===== src/sv/sprm_pkg.sv =====
// Package: shared types, constants and command/status structs for the swap page manager.
`default_nettype none
package sprm_pkg;
  localparam int unsigned PageSlotsDef = 4096;
  localparam int unsigned PageBytesDef = 4096;
  localparam int unsigned MaxEvict = 63;
  localparam logic [12:0] LimitReset = 13'd4096;
  localparam logic [12:0] MaxResReset = 13'd64;

  typedef enum logic [2:0] {
    KIND_ALLOC  = 3'd0,
    KIND_FREE   = 3'd1,
    KIND_READ   = 3'd2,
    KIND_WRITE  = 3'd3,
    KIND_LOCK   = 3'd4,
    KIND_UNLOCK = 3'd5
  } kind_t;

  typedef enum logic [1:0] {
    ST_OK       = 2'd0,
    ST_NOTFOUND = 2'd1,
    ST_INVALID  = 2'd2,
    ST_NOROOM   = 2'd3
  } status_t;

  typedef enum logic [0:0] {
    CFG_LIMIT  = 1'b0,
    CFG_MAXRES = 1'b1
  } cfg_idx_t;

  typedef enum logic [3:0] {
    S_CLEAR, S_IDLE, S_LOOKUP, S_DECIDE, S_SCAN, S_SCANRD, S_EVICT, S_EVWAIT,
    S_APPLY, S_DONE, S_DWAIT
  } state_t;

  typedef struct packed {
    logic clear_step;
    logic capture;
    logic lookup;
    logic scan_start;
    logic scan_step;
    logic evict;
    logic apply;
    logic complete;
  } cmd_t;

  typedef struct packed {
    logic clear_done;
    logic early_done;
    logic need_load;
    logic must_evict;
    logic scan_hit;
    logic scan_end;
  } sts_t;
endpackage
`default_nettype wire


===== src/sv/sprm_ctrl.sv =====
// Controller: sequences clearing, lookup, victim scan, eviction and completion.
`default_nettype none
module sprm_ctrl (
  input  wire logic clk,
  input  wire logic rst,
  input  wire logic in_fire,
  input  wire logic out_free,
  input  wire sprm_pkg::sts_t sts,
  output sprm_pkg::cmd_t cmd,
  output logic in_rdy
);
  import sprm_pkg::*;
  state_t state, state_next;

  always_ff @(posedge clk) begin
    if (rst) state <= S_CLEAR;
    else state <= state_next;
  end

  always_comb begin
    state_next = state;
    cmd = '0;
    in_rdy = 1'b0;
    unique case (state)
      S_CLEAR: begin
        cmd.clear_step = 1'b1;
        if (sts.clear_done) state_next = S_IDLE;
      end
      S_IDLE: begin
        in_rdy = 1'b1;
        if (in_fire) begin
          cmd.capture = 1'b1;
          state_next = S_LOOKUP;
        end
      end
      S_LOOKUP: begin
        cmd.lookup = 1'b1;
        state_next = S_DECIDE;
      end
      S_DECIDE: begin
        if (sts.early_done || !sts.need_load) state_next = S_APPLY;
        else if (sts.must_evict) begin
          cmd.scan_start = 1'b1;
          state_next = S_SCANRD;
        end else state_next = S_APPLY;
      end
      S_SCANRD: state_next = S_SCAN;
      S_SCAN: begin
        if (sts.scan_hit) state_next = S_EVICT;
        else if (sts.scan_end) state_next = S_APPLY;
        else begin
          cmd.scan_step = 1'b1;
          state_next = S_SCANRD;
        end
      end
      S_EVICT: begin
        if (out_free) begin
          cmd.evict = 1'b1;
          state_next = S_EVWAIT;
        end
      end
      S_EVWAIT: begin
        if (sts.must_evict) begin
          cmd.scan_step = 1'b1;
          state_next = S_SCANRD;
        end else state_next = S_APPLY;
      end
      S_APPLY: begin
        cmd.apply = 1'b1;
        state_next = S_DONE;
      end
      S_DONE: begin
        if (out_free) begin
          cmd.complete = 1'b1;
          state_next = S_IDLE;
        end
      end
      default: state_next = S_IDLE;
    endcase
  end
endmodule
`default_nettype wire


===== config.mk =====
export PLATFORM = sky130hd
export DESIGN_NAME = sprm_ctrl
export DESIGN_NICKNAME = d
export VERILOG_FILES = /design/src/sv/sprm_pkg.sv /design/src/sv/sprm_ctrl.sv
export SDC_FILE = /design/constraint.sdc
export NUM_CORES = 1
export LEC_CHECK = 0
export ABC_AREA = 1
export BUFFER_PORTS_ARGS = -buffer_cell sky130_fd_sc_hd__buf_2
export CAP_MARGIN = 20
export CORE_AREA = 2 2 39 41
export CTS_CLUSTER_DIAMETER = 150
export CTS_CLUSTER_SIZE = 16
export DETAILED_ROUTE_END_ITERATION = 10
export DIE_AREA = 0 0 41 43
export PLACE_DENSITY_LB_ADDON = 0.08
export SYNTH_ARGS = -nofsm -noshare
export SYNTH_HDL_FRONTEND = slang
export SYNTH_SLANG_ARGS = --single-unit

===== constraint.sdc =====
create_clock -name clk -period 1.3 [get_ports clk]
set_input_delay 0.13 -clock clk [delete_from_list [all_inputs] [get_ports clk]]
set_output_delay 0.13 -clock clk [all_outputs]
set_load 0.02 [all_outputs]

Word level (Yosys, flattened, before mapping)
Cells that the tools add are included.
Widths: inputs -> output; s select.

cells by class
  equal/unequal tests = 13
  mux-type cells = 24
  reduce and logical (&&, ||, !) cells = 4

operators with widths
  operator            number
  $pmux 4 s10         1
  $mux 4              8
  $eq 4x3->1 const B  4
  $mux 1              14
  $eq 4x2->1 const B  2
  $eq 4x4->1 const B  2
  $ne 2x2->1 const B  4
  $eq 4x1->1 const B  1
  $logic_not 4->1     1
  $reduce_and 4->1    1
  $pmux 1 s2          1
  $logic_not 1->1     1
  $logic_or 1x1->1    1

storage, ports and cells
  register bits = 4
  output and inout port bits = 9
  word-level logic and storage cells = 42

Depth between registers and ports, before layout
  depth in word-level cells = 4
  mapped depth = 9
  depth with buffers taken out = 9

Worst setup path before layout
OpenSTA, ideal clock, no wires.

  path type = reg2out
  start point = register state[0]
  end point = output port cmd[7] (netlist name)
  arrival time = 1083 ps
  data required time = 1170 ps
  path slack = 87 ps
  stages on the path, launching flop included = 4
  path buffers = 0
  cells stage by stage = dfxtp_1 -> nor2_2 -> inv_1 -> nor3_1

RTL lines
  what                      line             text
  start: declaration        sprm_ctrl.sv:13  state_t state, state_next;
  start signal: assignment  sprm_ctrl.sv:17  else state <= state_next;
  end: declaration          sprm_ctrl.sv:9   output sprm_pkg::cmd_t cmd,

==> results.md <==
- Status: complete, but fails checks
- Failing checks: negative setup slack
- PortBufs: 18
- # DRC: 0
- Switching portion of total power: 41.0%
- Setup violations, final: 2
- Sequential Power Share: 27.9%
- Iteration-0 DRC count of the detailed router: 8
- Final min period: 1.32 ns
- Fillers: 156
- Critical path arrival: 1.19 ns
- TNS Setup: -0.0193 ns
- Pint: 0.000362 W
- Chip height: 43 um
- Area contributors post-synth: dfxtp_1, nand3_1, nand2_1, inv_1, nor2_1
- Largest net degree at the start of global routing: 8
- Placer Congestion: 0.781
- Final Hold Viols: 0
- Setup Crit Path Kind: flip-flop to primary output
- DP HPWL: 889 um
- CTS tree: yes
- Yosys cell types: 12
- Tightest Hold Check Type: primary input to flip-flop
- Crit end category: primary output
- Total GRT Usage: 15.5%
- Logic pwr share: 47.6%
- Worst min-delay path startpoint: rst
- Net Sw Power: 0.000252 W
- Worst-case clock buffer depth: 2
- Critical-path cell list: inv_2, nor2_4, nand2_2, nor2_1, buf_4
- Total chip power: 0.000614 W
- Syn-to-layout area delta: 80.2%
- TritonCTS buffer count: 3
- ANT nets after route: 0
- Vias per cell: 4.56
- Finished Layout Cells: 126
- Clk_lat worst skew: 0.23 ns
- Post-synth net total: 88
- Antenna diodes: 0
- # rows: 14
- Area leader, netlist: dfxtp_1
- Mapped Cells: 78
- Hold Path Sink: state[3]$_SDFFE_PP0P_
- Max Clock Skew: 0.00320 ns
- Static leakage: 0.414 nW
- Fin nets: 122
- Worst Path Required: 1.17 ns
- CTS sink count: 4
- Cell area after layout: 751 um2
- Placed inst area: 527 um2
- CP max FO: 6
- Die X: 41 um
- Ports: 19
- R2r endpoint: state[3]$_SDFFE_PP0P_
- Clock Pin Slew Worst Setup and Hold Paths: 0.04 ns
- Antenna violations before repair: 0
- FMAX: 759 MHz
- Area share of the largest cell type after synthesis: 19.2%
- Pwr Density: 818 mW/mm2
- Vias in the first global route: 473
- Max_slew headroom: 86.0%
- DIE AREA: 0.00176 mm2
- Drt total wl: 1260 um
- Largest register FFs: 4
- Largest reg by FF count: state
- CTS Hold Bufs: 0
- Reg2reg path depth: 9
- Seq cells post-synth: 4
- Starting Density: 30.1%
- Wire per inst: 9.96 um
- Global-route wire length before repair: 1890 um
- Mapped cell area: 417 um2
- Setup ws final: -0.0180 ns
- Reg2reg start: state[3]$_SDFFE_PP0P_
- Worst-Margin Slew: 0.210 ns
- Total gr overflow: 0
- Slew Viols, Final: 0
- Yosys warnings: 0
- Period utilization: 101%
- Worst Hold Depth: 2
- CTS Root Cell: clkbuf_4
- Peak VDD IR: 0.000567 V
- Register area share after synthesis: 19.2%
- Maxcap violations: 0
- FF-to-FF setup slack: 0.07 ns
- RSZ-0062 raised after global routing: yes
- Final Util: 54.2%
- Crit-path max cell delay: 0.40 ns
- Clock power share: 24.5%
- Startpoint types: flip-flop
- Synthesized area per cell: 5.34 um2
- Core ar.: 0.00138 mm2
- Share of layout cells above drive strength 1: 58.2%
- H-tree depth: 1
- Via Count: 575
- Placed Cells: 112
- Top flop regs: state x4
- TritonRoute pass-1 iters: 4
- Slowest cell on the critical path: dfxtp_4
==> synthesized netlist by cell type <==
cell	n
nand2_1	16
nor2_4	1
a21oi_1	3
nor2_2	5
nand3_1	13
inv_2	3
nor3_1	1
nand3b_1	2
inv_1	13
nor2_1	13
dfxtp_1	4
nand2_2	4
==> how the worst max path moves through the flow <==
stage,from,end
after floorplan,state[0]$_SDFFE_PP0P_,cmd[7]
after global placement,state[3]$_SDFFE_PP0P_,state[0]$_SDFFE_PP0P_
after detailed placement,state[3]$_SDFFE_PP0P_,state[0]$_SDFFE_PP0P_
after CTS,state[0]$_SDFFE_PP0P_,cmd[7]
after global routing,state[2]$_SDFFE_PP0P_,cmd[3]
final,state[2]$_SDFFE_PP0P_,cmd[2]
==> power groups by stage <==
stage / sequential [W] / clock [W] / combinational, W
floorplan: 0.000152 / 0 / 0.000165
global placement: 0.000154 / 0 / 0.000232
detailed placement: 0.000154 / 0 / 0.000232
CTS: 0.000160 / 0.000157 / 0.000248
global route: 0.000173 / 0.000170 / 0.000329
finish: 0.000172 / 0.000150 / 0.000292
==> worst max-delay path: cells and delay by family (launching register included) <==
family | cells | cell delay [ns]
AND/OR/NAND/NOR | 3 | 0.35
flip-flops | 1 | 0.40
buffers and inverters | 2 | 0.20
==> metal layers <==
layer,track usage (%),routed length (um),part of all wire (%)
met5,0,0,0
met4,8.00,14,1.1
met3,3.14,57,4.5
met2,22.8,657,52
met1,20.4,525,42
==> cell type report <==
cell class	count	area, um2	share of cell area (%)
multi-input cells	58	347	46.2
repair buffers	29	201	26.8
flip-flops and latches	4	95.1	12.7
inverters	16	65.1	8.67
clock buffers	3	22.5	3.00
well taps	16	20.0	2.67
==> layout by cell type (no fill, tap or decap), types with 2 or more instances in the layout <==
| master | instances |
|---|---|
| buf_4 | 15 |
| nand3_1 | 12 |
| nand2_2 | 11 |
| nor2_1 | 11 |
| buf_2 | 11 |
| inv_1 | 10 |
| nand2_1 | 8 |
| nor2_4 | 7 |
| inv_2 | 4 |
| dfxtp_4 | 4 |
| a21oi_1 | 3 |
| clkbuf_4 | 3 |
| buf_6 | 3 |
| inv_4 | 2 |
| nand3b_1 | 2 |
==> through the flow <==
step | worst slack [ns] | hold WS [ns]
after CTS | 0.00202 | 0.0719
after floorplan | 0.0875 | 0.199
after detailed placement | 0.0795 | 0.328
after global placement | 0.0778 | 0.321
final | -0.0180 | 0.0822
after global routing | -0.0832 | 0.0962
==> cells by family after synthesis <==
| logic type | Yosys count | synth area share, % |
|---|---|---|
| and+or+nand+nor | 55 | 62.8 |
| DFF | 4 | 19.2 |
| buffers and inverters | 16 | 14.4 |
| AOI/OAI and AO/OA | 3 | 3.60 |
==> what timing repair did <==
| action | CTS | global route |
|---|---|---|
| setup buffers | 4 | 7 |
| resized for setup | 18 | 24 |
| hold endpoints to repair | 0 | 0 |
| pin swaps | 4 | 9 |
| endpoints found under the setup margin | 9 | 10 |
(Power assumes the default switching activity.)
